==> src/dpss_pkg.sv <==
package dpss_pkg;

  localparam int unsigned PwmWidthDefault = 16;
  localparam int unsigned CfgIdxWidth = 3;

  typedef enum logic [CfgIdxWidth-1:0] {
    CFG_PERIOD_FIXED   = 3'd0,
    CFG_PERIOD_CURRENT = 3'd1,
    CFG_PAUSE_TICKS    = 3'd2,
    CFG_MIN_DUTY_TICKS = 3'd3,
    CFG_NORMAL_RATE    = 3'd4,
    CFG_HIGH_RATE      = 3'd5,
    CFG_LOW_RATE       = 3'd6,
    CFG_LIMIT_RATE     = 3'd7
  } cfg_idx_e;

  typedef struct packed {
    logic              converter_on;
    logic              charge_mode;
    logic              trickle_active;
    logic signed [15:0] bus_volt_adc;
    logic signed [15:0] bus_volt_filtered;
    logic signed [15:0] bat_volt_filtered;
  } in_word_t;

  typedef struct packed {
    logic [15:0] pwm_period;
    logic [15:0] low_cmp_a;
    logic [15:0] low_cmp_b;
    logic [15:0] high_cmp_a;
    logic [15:0] high_cmp_b;
    logic        low_pwm_enable;
    logic        low_force_release;
    logic        high_pwm_enable;
    logic        high_force_release;
    logic        request_work;
  } out_word_t;

  typedef struct packed {
    logic [15:0] period_fixed;
    logic [15:0] period_current;
    logic [15:0] pause_ticks;
    logic [15:0] min_duty_ticks;
    logic [15:0] normal_duty_rate;
    logic [15:0] high_duty_rate;
    logic [15:0] low_duty_rate;
    logic [15:0] limit_ramp_rate;
  } cfg_t;

  typedef struct packed {
    logic [15:0] period_now;
    logic [15:0] normal_duty;
    logic [15:0] high_duty;
    logic [15:0] low_duty;
    logic [15:0] high_limit;
    logic [15:0] low_limit;
    logic [15:0] normal_pause_left;
    logic [15:0] min_duty_left;
    logic [15:0] high_pause_left;
    logic [15:0] low_pause_left;
    logic [15:0] normal_step_count;
    logic [15:0] high_step_count;
    logic [15:0] low_step_count;
    logic [15:0] high_limit_count;
    logic [15:0] low_limit_count;
    logic [14:0] finish_count;
    logic        high_ramp_done;
    logic [3:0]  enable_bits;
  } seq_state_t;

  localparam logic [15:0] HighLimitReset = 16'd100;
  localparam logic [15:0] LowLimitReset  = 16'd50;

  function automatic seq_state_t reload_state(seq_state_t s, cfg_t c);
    seq_state_t r;
    r = s;
    r.period_now        = c.period_fixed;
    r.normal_duty       = '0;
    r.high_duty         = '0;
    r.low_duty          = '0;
    r.high_limit        = HighLimitReset;
    r.low_limit         = LowLimitReset;
    r.normal_pause_left = c.pause_ticks;
    r.high_pause_left   = c.pause_ticks;
    r.low_pause_left    = c.pause_ticks;
    r.min_duty_left     = c.min_duty_ticks;
    r.normal_step_count = '0;
    r.high_step_count   = '0;
    r.low_step_count    = '0;
    r.high_limit_count  = '0;
    r.low_limit_count   = '0;
    r.finish_count      = '0;
    r.high_ramp_done    = 1'b0;
    return r;
  endfunction

endpackage

==> src/dpss_cfg_regs.sv <==
module dpss_cfg_regs (
  input  logic                       clk_i,
  input  logic                       rst_ni,
  input  logic                       cfg_we_i,
  input  logic [2:0]                 cfg_idx_i,
  input  logic [15:0]                cfg_data_i,
  output dpss_pkg::cfg_t             cfg_o
);
  import dpss_pkg::*;

  cfg_t cfg_q;

  always_ff @(posedge clk_i or negedge rst_ni) begin
    if (!rst_ni) begin
      cfg_q.period_fixed     <= 16'd1000;
      cfg_q.period_current   <= 16'd1000;
      cfg_q.pause_ticks      <= 16'd500;
      cfg_q.min_duty_ticks   <= 16'd30000;
      cfg_q.normal_duty_rate <= 16'd100;
      cfg_q.high_duty_rate   <= 16'd1000;
      cfg_q.low_duty_rate    <= 16'd1000;
      cfg_q.limit_ramp_rate  <= 16'd2000;
    end else if (cfg_we_i) begin
      unique case (cfg_idx_e'(cfg_idx_i))
        CFG_PERIOD_FIXED:   cfg_q.period_fixed     <= cfg_data_i;
        CFG_PERIOD_CURRENT: cfg_q.period_current   <= cfg_data_i;
        CFG_PAUSE_TICKS:    cfg_q.pause_ticks      <= cfg_data_i;
        CFG_MIN_DUTY_TICKS: cfg_q.min_duty_ticks   <= cfg_data_i;
        CFG_NORMAL_RATE:    cfg_q.normal_duty_rate <= cfg_data_i;
        CFG_HIGH_RATE:      cfg_q.high_duty_rate   <= cfg_data_i;
        CFG_LOW_RATE:       cfg_q.low_duty_rate    <= cfg_data_i;
        CFG_LIMIT_RATE:     cfg_q.limit_ramp_rate  <= cfg_data_i;
        default: ;
      endcase
    end
  end

  assign cfg_o = cfg_q;

endmodule

==> src/dpss_step.sv <==
module dpss_step #(
  parameter int unsigned PWM_WIDTH = dpss_pkg::PwmWidthDefault
) (
  input  dpss_pkg::cfg_t     cfg_i,
  input  dpss_pkg::seq_state_t st_i,
  input  dpss_pkg::in_word_t in_i,
  output dpss_pkg::seq_state_t st_o,
  output dpss_pkg::out_word_t  out_o
);
  import dpss_pkg::*;

  localparam logic [3:0] EnLowPwm  = 4'b0001;
  localparam logic [3:0] EnLowRel  = 4'b0010;
  localparam logic [3:0] EnHighPwm = 4'b0100;
  localparam logic [3:0] EnHighRel = 4'b1000;
  localparam logic [15:0] PwmMask  = 16'((17'd1 << PWM_WIDTH) - 17'd1);

  seq_state_t s;
  logic [15:0] half;
  logic [15:0] cnt;
  logic signed [20:0] bus5;
  logic signed [20:0] bat31;
  logic req;
  logic [15:0] p;

  assign bus5  = 21'(in_i.bus_volt_filtered) * 21'sd5;
  assign bat31 = 21'(in_i.bat_volt_filtered) * 21'sd31;

  always_comb begin
    s    = st_i;
    req  = 1'b0;
    half = '0;
    cnt  = '0;
    if (!in_i.converter_on) begin
      s.enable_bits = s.enable_bits & ~(EnLowRel | EnHighRel);
      s = reload_state(s, cfg_i);
    end else if (in_i.charge_mode) begin
      if (s.high_pause_left != '0) begin
        s.high_pause_left = s.high_pause_left - 16'd1;
        s.enable_bits = s.enable_bits & ~(EnLowRel | EnHighRel);
        s.high_duty = 16'd57;
        s.period_now = cfg_i.period_current;
      end else if (s.high_duty < s.high_limit) begin
        cnt = s.high_step_count + 16'd1;
        if (cnt >= cfg_i.high_duty_rate) begin
          s.high_step_count = '0;
          s.high_duty = s.high_duty + 16'd1;
        end else begin
          s.high_step_count = cnt;
        end
        s.enable_bits = s.enable_bits | EnHighPwm | EnHighRel;
      end else begin
        s.high_duty = s.high_limit;
        s.enable_bits = s.enable_bits | EnHighPwm | EnHighRel;
      end
      if (!in_i.trickle_active && s.high_duty > 16'd80) begin
        half = {1'b0, s.period_now[15:1]};
        if (s.high_limit < half) begin
          cnt = s.high_limit_count + 16'd1;
          if (cnt >= cfg_i.limit_ramp_rate) begin
            s.high_limit_count = '0;
            s.high_limit = s.high_limit + 16'd1;
          end else begin
            s.high_limit_count = cnt;
          end
        end else begin
          s.high_limit = half;
          s.finish_count = s.finish_count + 15'd1;
          if (s.finish_count > 15'd30000) begin
            s.finish_count = '0;
            s.high_ramp_done = 1'b1;
          end
        end
        if (s.high_ramp_done) begin
          if (s.low_pause_left != '0) begin
            s.low_pause_left = s.low_pause_left - 16'd1;
            s.low_duty = '0;
            s.period_now = cfg_i.period_current;
          end else if (s.low_duty < s.low_limit) begin
            cnt = s.low_step_count + 16'd1;
            if (cnt >= cfg_i.low_duty_rate) begin
              s.low_step_count = '0;
              s.low_duty = s.low_duty + 16'd1;
            end else begin
              s.low_step_count = cnt;
            end
            s.enable_bits = s.enable_bits | EnLowPwm | EnLowRel;
          end else begin
            s.low_duty = s.low_limit;
            s.enable_bits = s.enable_bits | EnLowPwm | EnLowRel;
          end
          half = {1'b0, s.period_now[15:1]};
          if (s.low_limit < half) begin
            cnt = s.low_limit_count + 16'd1;
            if (cnt >= cfg_i.limit_ramp_rate) begin
              s.low_limit_count = '0;
              s.low_limit = s.low_limit + 16'd1;
            end else begin
              s.low_limit_count = cnt;
            end
          end else begin
            s.low_limit = half;
          end
        end
      end else begin
        s.high_ramp_done = 1'b0;
        s.enable_bits = (s.enable_bits & ~EnLowRel) | EnHighPwm | EnHighRel;
      end
      if (s.low_limit > s.high_limit) s.low_limit = s.high_limit;
      half = {1'b0, s.period_now[15:1]};
      if (s.high_limit > half) s.high_limit = half;
      if (s.high_duty > s.high_limit) s.high_duty = s.high_limit;
      if (s.low_limit > half) s.low_limit = half;
      if (s.low_duty > s.low_limit) s.low_duty = s.low_limit;
      req = (in_i.bus_volt_adc >= 16'sd3000) && (s.high_duty > 16'd40);
    end else begin
      if (s.normal_pause_left != '0) begin
        s.normal_pause_left = s.normal_pause_left - 16'd1;
        s.enable_bits = s.enable_bits & ~(EnLowRel | EnHighRel);
        s.normal_duty = 16'd45;
        s.period_now = cfg_i.period_current;
      end else if (s.min_duty_left != '0) begin
        s.min_duty_left = s.min_duty_left - 16'd1;
        s.enable_bits = s.enable_bits | EnLowPwm | EnLowRel;
      end else if (s.normal_duty < {1'b0, cfg_i.period_current[15:1]} && bus5 < bat31) begin
        cnt = s.normal_step_count + 16'd1;
        if (cnt >= cfg_i.normal_duty_rate) begin
          s.normal_step_count = '0;
          s.normal_duty = s.normal_duty + 16'd1;
        end else begin
          s.normal_step_count = cnt;
        end
      end else begin
        s.enable_bits = s.enable_bits | EnHighPwm | EnHighRel;
        s.normal_duty = {1'b0, s.period_now[15:1]};
      end
      s.period_now = cfg_i.period_fixed;
      s.low_duty = s.normal_duty;
      s.high_duty = s.normal_duty;
      req = (in_i.bus_volt_adc >= 16'sd3500) && (s.normal_duty > 16'd300);
    end
    if (in_i.converter_on) begin
      if (s.low_duty < 16'd25) s.low_duty = 16'd25;
      if (s.high_duty < 16'd52) s.high_duty = 16'd52;
    end
  end

  assign p = in_i.converter_on ? s.period_now : cfg_i.period_fixed;

  always_comb begin
    out_o.pwm_period = p & PwmMask;
    if (in_i.converter_on) begin
      out_o.low_cmp_a  = (p - s.low_duty + 16'd23) & PwmMask;
      out_o.low_cmp_b  = (s.low_duty - 16'd23) & PwmMask;
      out_o.high_cmp_a = (p - s.high_duty + 16'd50) & PwmMask;
      out_o.high_cmp_b = (s.high_duty - 16'd50) & PwmMask;
    end else begin
      out_o.low_cmp_a  = p & PwmMask;
      out_o.low_cmp_b  = '0;
      out_o.high_cmp_a = p & PwmMask;
      out_o.high_cmp_b = '0;
    end
    out_o.low_pwm_enable     = s.enable_bits[0];
    out_o.low_force_release  = s.enable_bits[1];
    out_o.high_pwm_enable    = s.enable_bits[2];
    out_o.high_force_release = s.enable_bits[3];
    out_o.request_work       = req;
  end

  assign st_o = s;

endmodule

==> src/dcdc_pwm_soft_start_sequencer.sv <==
// Each accepted word's result is computed combinationally and registered into the output register or the skid slot.
// Throughput: one word per cycle while the input is not stalled; state is updated in one pass of the step logic.
// Output register plus one skid slot: while the output is stalled one more word
// is taken, then the input stalls until the output drains.
// Reset: asynchronous, active low; configuration registers return to defaults, sequence
// state reloads, enable bits clear and no result word is pending.
module dcdc_pwm_soft_start_sequencer #(
  parameter int unsigned PWM_WIDTH = dpss_pkg::PwmWidthDefault
) (
  input  logic                clk_i,
  input  logic                rst_ni,
  input  logic                in_valid_i,
  output logic                in_stall_o,
  input  dpss_pkg::in_word_t  in_data_i,
  output logic                out_valid_o,
  input  logic                out_stall_i,
  output dpss_pkg::out_word_t out_data_o,
  input  logic                cfg_we_i,
  input  logic [2:0]          cfg_idx_i,
  input  logic [15:0]         cfg_data_i
);
  import dpss_pkg::*;

  cfg_t       cfg;
  seq_state_t st_q, st_d, st_rst;
  out_word_t  res;
  out_word_t  out_q, skid_q;
  logic       out_vld_q, skid_vld_q;
  logic       in_acc, out_acc;

  dpss_cfg_regs u_cfg (
    .clk_i,
    .rst_ni,
    .cfg_we_i,
    .cfg_idx_i,
    .cfg_data_i,
    .cfg_o (cfg)
  );

  dpss_step #(.PWM_WIDTH(PWM_WIDTH)) u_step (
    .cfg_i (cfg),
    .st_i  (st_q),
    .in_i  (in_data_i),
    .st_o  (st_d),
    .out_o (res)
  );

  assign in_stall_o = skid_vld_q;
  assign in_acc     = in_valid_i && !skid_vld_q;
  assign out_acc    = out_vld_q && !out_stall_i;

  always_comb begin
    st_rst = '0;
    st_rst.period_now        = 16'd1000;
    st_rst.high_limit        = HighLimitReset;
    st_rst.low_limit         = LowLimitReset;
    st_rst.normal_pause_left = 16'd500;
    st_rst.high_pause_left   = 16'd500;
    st_rst.low_pause_left    = 16'd500;
    st_rst.min_duty_left     = 16'd30000;
  end

  always_ff @(posedge clk_i or negedge rst_ni) begin
    if (!rst_ni) begin
      st_q       <= st_rst;
      out_vld_q  <= 1'b0;
      skid_vld_q <= 1'b0;
    end else begin
      if (in_acc) begin
        st_q <= st_d;
      end
      if (!out_vld_q || out_acc) begin
        if (skid_vld_q) begin
          out_q      <= skid_q;
          out_vld_q  <= 1'b1;
          skid_vld_q <= 1'b0;
        end else begin
          out_q     <= res;
          out_vld_q <= in_acc;
        end
      end else if (in_acc) begin
        skid_q     <= res;
        skid_vld_q <= 1'b1;
      end
    end
  end

  assign out_valid_o = out_vld_q;
  assign out_data_o  = out_q;

  assert property (@(posedge clk_i) disable iff (!rst_ni)
    skid_vld_q |-> out_vld_q)
    else $error("skid word without output word");

  assert property (@(posedge clk_i) disable iff (!rst_ni)
    (in_acc && !in_data_i.converter_on) |=> (!st_q.enable_bits[1] && !st_q.enable_bits[3]))
    else $error("force release kept while converter off");

  assert property (@(posedge clk_i) disable iff (!rst_ni)
    in_acc |=> out_vld_q)
    else $error("accepted word produced no result");

endmodule
==> config.mk <==
export PLATFORM = sky130hd
export DESIGN_NAME = dcdc_pwm_soft_start_sequencer
export DESIGN_NICKNAME = d
export VERILOG_FILES = /design/src/dpss_pkg.sv /design/src/dpss_cfg_regs.sv /design/src/dpss_step.sv /design/src/dcdc_pwm_soft_start_sequencer.sv
export SDC_FILE = /design/constraint.sdc
export NUM_CORES = 2
export LEC_CHECK = 0
export ABC_CLOCK_PERIOD_IN_PS = 43600
export BUFFER_PORTS_ARGS = -buffer_cell sky130_fd_sc_hd__buf_2
export CORE_MARGIN = 1.5
export CORE_UTILIZATION = 38
export CTS_CLUSTER_DIAMETER = 150
export DETAILED_ROUTE_END_ITERATION = 10
export HOLD_SLACK_MARGIN = 0.06
export SETUP_SLACK_MARGIN = 0.2
export SYNTH_ARGS = -nofsm -noshare
export SYNTH_HDL_FRONTEND = slang
export SYNTH_SLANG_ARGS = --single-unit
==> constraint.sdc <==
create_clock -name clk_i -period 43.6 [get_ports clk_i]
set_clock_uncertainty 0.1 [all_clocks]
set_input_delay 4.36 -clock clk_i [delete_from_list [all_inputs] [get_ports clk_i]]
set_output_delay 4.36 -clock clk_i [all_outputs]
set_load 0.01 [all_outputs]
==> flow_summary_export.csv <==
group,metric,value,unit
timing,rsz0062_at_grt,"false",
critical_path,reg2reg_to,"out_data_o[68]",
grt,grt_util_all_layers,25.3,%
timing,fmax,0.0457,GHz
timing,tightest_slew,1.45,ns
critical_path,worstReg2RegStart,"st_q[68]",
cells_and_area,area_delta_synth_final,11.4,%
timing,finalHoldViolCount,0,
clock_network,clkSinkCount,560,
routing,detail_route.vias_per_cell,5.83,
yosys,ys_warn_count,0,
power,pwr_density_cell,53.6,mW/mm^2
cells_and_area,utilization,42.7,%
worst_hold_path,worstHoldPathCells,1,
status,violations,"max-capacitance violations",
critical_path,cp_max_fo,22,
die,design.die.area,0.112,sq mm
power,vdd_ir_drop_max,0.0324,mV
place,place_hpwl,107000,um
yosys,sequential_element_share_of_the_synthesized_area,35.7,%
worst_hold_path,hold-path-endpoint,"st_q[2]",
yosys,yosysTopAreaCellShare,18.3,%
critical_path,worst_r2r_path_depth,89,
yosys,syn_inst,4685,
critical_path,cp_slowest_stage_delay,0.92,ns
place,place.gp.congestion,1.00,
routing,finalWirelength,144000,um
place,port_buffers,159,
grt,initial_antenna_violation_count,16,
routing,drt.antenna.violating_nets,0,
status,run_status,"finished, violations left",
yosys,synth_area_leader_cell,"sky130_fd_sc_hd__dfrtp_1",
critical_path,timing.setup.critical_path_class,"reg -> reg",
clock_network,clk_path_buf_depth,3,
clock_network,cts_root_buffer,"sky130_fd_sc_hd__clkbuf_16",
routing,avgRoutedWirePerCell,22.7,um
timing,finalSetupTns,0,ns
die,floorplan.io_pins,162,
worst_hold_path,holdCritStartpoint,"st_q[2]",
yosys,postSynthRegisterBits,560,
clock_network,clk_latency,0.64,ns
yosys,synthArstFlopShare,69.6,%
cells_and_area,finalNonFillerCells,6321,
yosys,synthesis.area,0.0419,sq mm
die,placeableCoreArea,0.109,sq mm
clock_network,tritoncts,"built",
timing,max_slew_headroom,2.60,%
critical_path,end_kind,"register",
yosys,ys_top_cells_by_area,"sky130_fd_sc_hd__dfrtp_1, sky130_fd_sc_hd__edfxtp_1, sky130_fd_sc_hd__ha_1",
routing,drt-pass1-iter-count,6,
cells_and_area,layout_fillers,10800,
clock_network,htree_num_levels,3,
timing,fin_crit,21.90,ns
clock_network,cts.clk_slew.worst_paths,0.06,ns
grt,grt_pass1_wl,218000,um
grt,global_route.overflow_total,0,
die,start_util,38.4,%
critical_path,cell_occurring_most_often_along_the_worst_timing_path,"sky130_fd_sc_hd__a21oi_1",
critical_path,setup.worst_path.start_class,"register",
flow_run,maxCapViolCount,1,
die,die-width,335,um
critical_path,reg2reg_setup_slack,21.70,ns
worst_hold_path,hold_path.class,"reg -> reg",
yosys,syn-mean-instance-area,8.94,sq um
grt,maximum_number_of_pins_on_one_net_before_global_route_repair,148,
routing,routed-via-count,36900,
die,die_h,335,um
clock_network,cts-resized-gates,0,
routing,drt_iter0_drc,3899,
timing,finalSetupViolations,0,
yosys,postSynth.topFlopCell,"sky130_fd_sc_hd__dfrtp_1",
yosys,synth.distinct_cells,114,
place,placed_cells,6194,
clock_network,post-cts-setup-buffers,0,
critical_path,critPathArrivalTime,22.16,ns
timing,final.period_utilization,50.2,%
clock_network,number_of_buffers_added_by_the_clock_tree_synthesis_step,68,
routing,drcViolationCount,0,
critical_path,crit_required,43.87,ns
timing,report.final.slew_viol_count,0,
die,rows,121,
cells_and_area,final_net_count,5296,
cells_and_area,drive_gt1_share,14.0,%
yosys,post_synth_edffs,170,
clock_network,cts_hold_buf,0,
critical_path,critical-path-slowest-cell,"sky130_fd_sc_hd__a2bb2oi_1",
power,p_leak,20.4,nW
grt,first_global_vias,34600,
## critical path, delay by kind of cell, from the launching register on
family / cells / cell delay (ns)
mux: 1 / 0.31
xor+xnor: 4 / 0.73
simple gates: 27 / 5.79
compound gates: 46 / 11.91
fa+ha+maj: 8 / 2.07
buf+inv: 3 / 0.24
flops: 1 / 0.44
## placed cells by master, fill, tap and decap left out, drive strengths merged, types with 34 or more instances in the layout
master,n
dfrtp,307
xor2,60
and3,40
o31ai,47
dfstp,83
o21bai,34
a21o,113
ha,388
nand3,147
edfxtp,170
a21oi,320
mux2i,37
fa,45
o21ai,475
nand2,466
buf,241
inv,353
and2,39
nor3,71
xnor2,106
mux2,160
nand4,62
o22ai,67
nor2,276
clkbuf,98
a31oi,39
nor2b,42
nand2b,79
## report_power, final
part           internal (mW)  leakage (nW)  total, mW  switching [mW]
Sequential             0.654          6.45      0.737          0.0826
Clock                  0.339          1.10      0.581           0.242
Combinational          0.449          12.8       1.18           0.734
## sequential cells by signal, summed over array words and instances, names as in the netlist
signal,count
st_q,260
u_cfg.cfg_o,128
out_data_o,85
skid_q,85
in_stall_o,1
out_valid_o,1
## Yosys cell counts (13+ instances only)
library cell               number
sky130_fd_sc_hd__mux2_2       159
sky130_fd_sc_hd__nand3_1      147
sky130_fd_sc_hd__or2_2         29
sky130_fd_sc_hd__a211oi_1      31
sky130_fd_sc_hd__o211ai_1      18
sky130_fd_sc_hd__nor3_1        70
sky130_fd_sc_hd__a22o_1        23
sky130_fd_sc_hd__inv_1        348
sky130_fd_sc_hd__and3_1        40
sky130_fd_sc_hd__nand2b_1      79
sky130_fd_sc_hd__dfrtp_1      307
sky130_fd_sc_hd__nor3b_1       20
sky130_fd_sc_hd__a31oi_1       38
sky130_fd_sc_hd__xnor2_1      106
sky130_fd_sc_hd__nor2_1       272
sky130_fd_sc_hd__nand2_1      465
sky130_fd_sc_hd__and2_1        39
sky130_fd_sc_hd__o22ai_1       66
sky130_fd_sc_hd__or3_1         27
sky130_fd_sc_hd__nor2b_1       42
sky130_fd_sc_hd__mux2i_1       36
sky130_fd_sc_hd__a21o_1       113
sky130_fd_sc_hd__o31a_1        14
sky130_fd_sc_hd__xor2_1        59
sky130_fd_sc_hd__buf_1         19
sky130_fd_sc_hd__clkbuf_1     174
sky130_fd_sc_hd__dfstp_2       83
sky130_fd_sc_hd__o21a_1        30
sky130_fd_sc_hd__a22oi_1       24
sky130_fd_sc_hd__fa_1          45
sky130_fd_sc_hd__o21ai_0      463
sky130_fd_sc_hd__nand4_1       61
sky130_fd_sc_hd__edfxtp_1     170
sky130_fd_sc_hd__o21bai_1      33
sky130_fd_sc_hd__ha_1         388
sky130_fd_sc_hd__a21oi_1      319
sky130_fd_sc_hd__o31ai_1       47
sky130_fd_sc_hd__nor4_1        32
sky130_fd_sc_hd__a211o_1       13
## stage by stage
| step | hold WS, ns | worst slack [ns] | power, mW | area [sq um] |
|---|---|---|---|---|
| 2_1_floorplan | 0.334 | 26.32 | 1.54 | 41900 |
| 3_3_place_gp | 0.351 | 22.51 | 1.88 | 44400 |
| 3_5_place_dp | 0.355 | 22.36 | 1.90 | 44400 |
| 4_1_cts | 0.368 | 22.25 | 2.49 | 46700 |
| 5_1_grt | 0.404 | 20.11 | 2.67 | 46700 |
| 6_report | 0.368 | 21.70 | 2.50 | 46700 |
## logic make-up after synthesis
kind of cell    after synthesis  share of synthesized area [%]
mux                         197                           5.19
xor+xnor                    166                           3.49
flops                       560                           35.7
compound gates             1379                           20.5
simple gates               1387                           16.1
fa+ha+maj                   435                           13.8
other cells                   1                        0.00895
buf+inv                     560                           5.13
## area by class of cell
class                      instances  area (sq um)  area share (%)
tap                             1476          1850            3.96
clock inverter                    27           277           0.593
sequential                       560         15000            32.1
clock buffer                      98          1970            4.22
multi-input combinational       3566         24800            53.2
antenna                            2          5.00          0.0107
inverter                         351          1320            2.83
timing repair buffer             241          1440            3.08
## how the worst max path moves through the flow
stage             startpoint              to  slack (ns)  cells after the start
6_report            st_q[68]  out_data_o[68]       21.70                     89
5_1_grt             st_q[68]  out_data_o[68]       20.11                     90
4_1_cts             st_q[68]  out_data_o[68]       22.25                     89
3_5_place_dp        st_q[68]  out_data_o[68]       22.36                     89
3_3_place_gp        st_q[68]  out_data_o[68]       22.51                     89
2_1_floorplan  in_data_i[48]  out_data_o[68]       26.32                     82
## layer usage
layer  track usage (%)  share of wire [%]
met2              38.2                 43
met4              8.31                3.6
met1              36.4                 45
met3              4.19                8.4
met5                 0              0.024
Note: power is estimated with default switching activity, not from simulation.
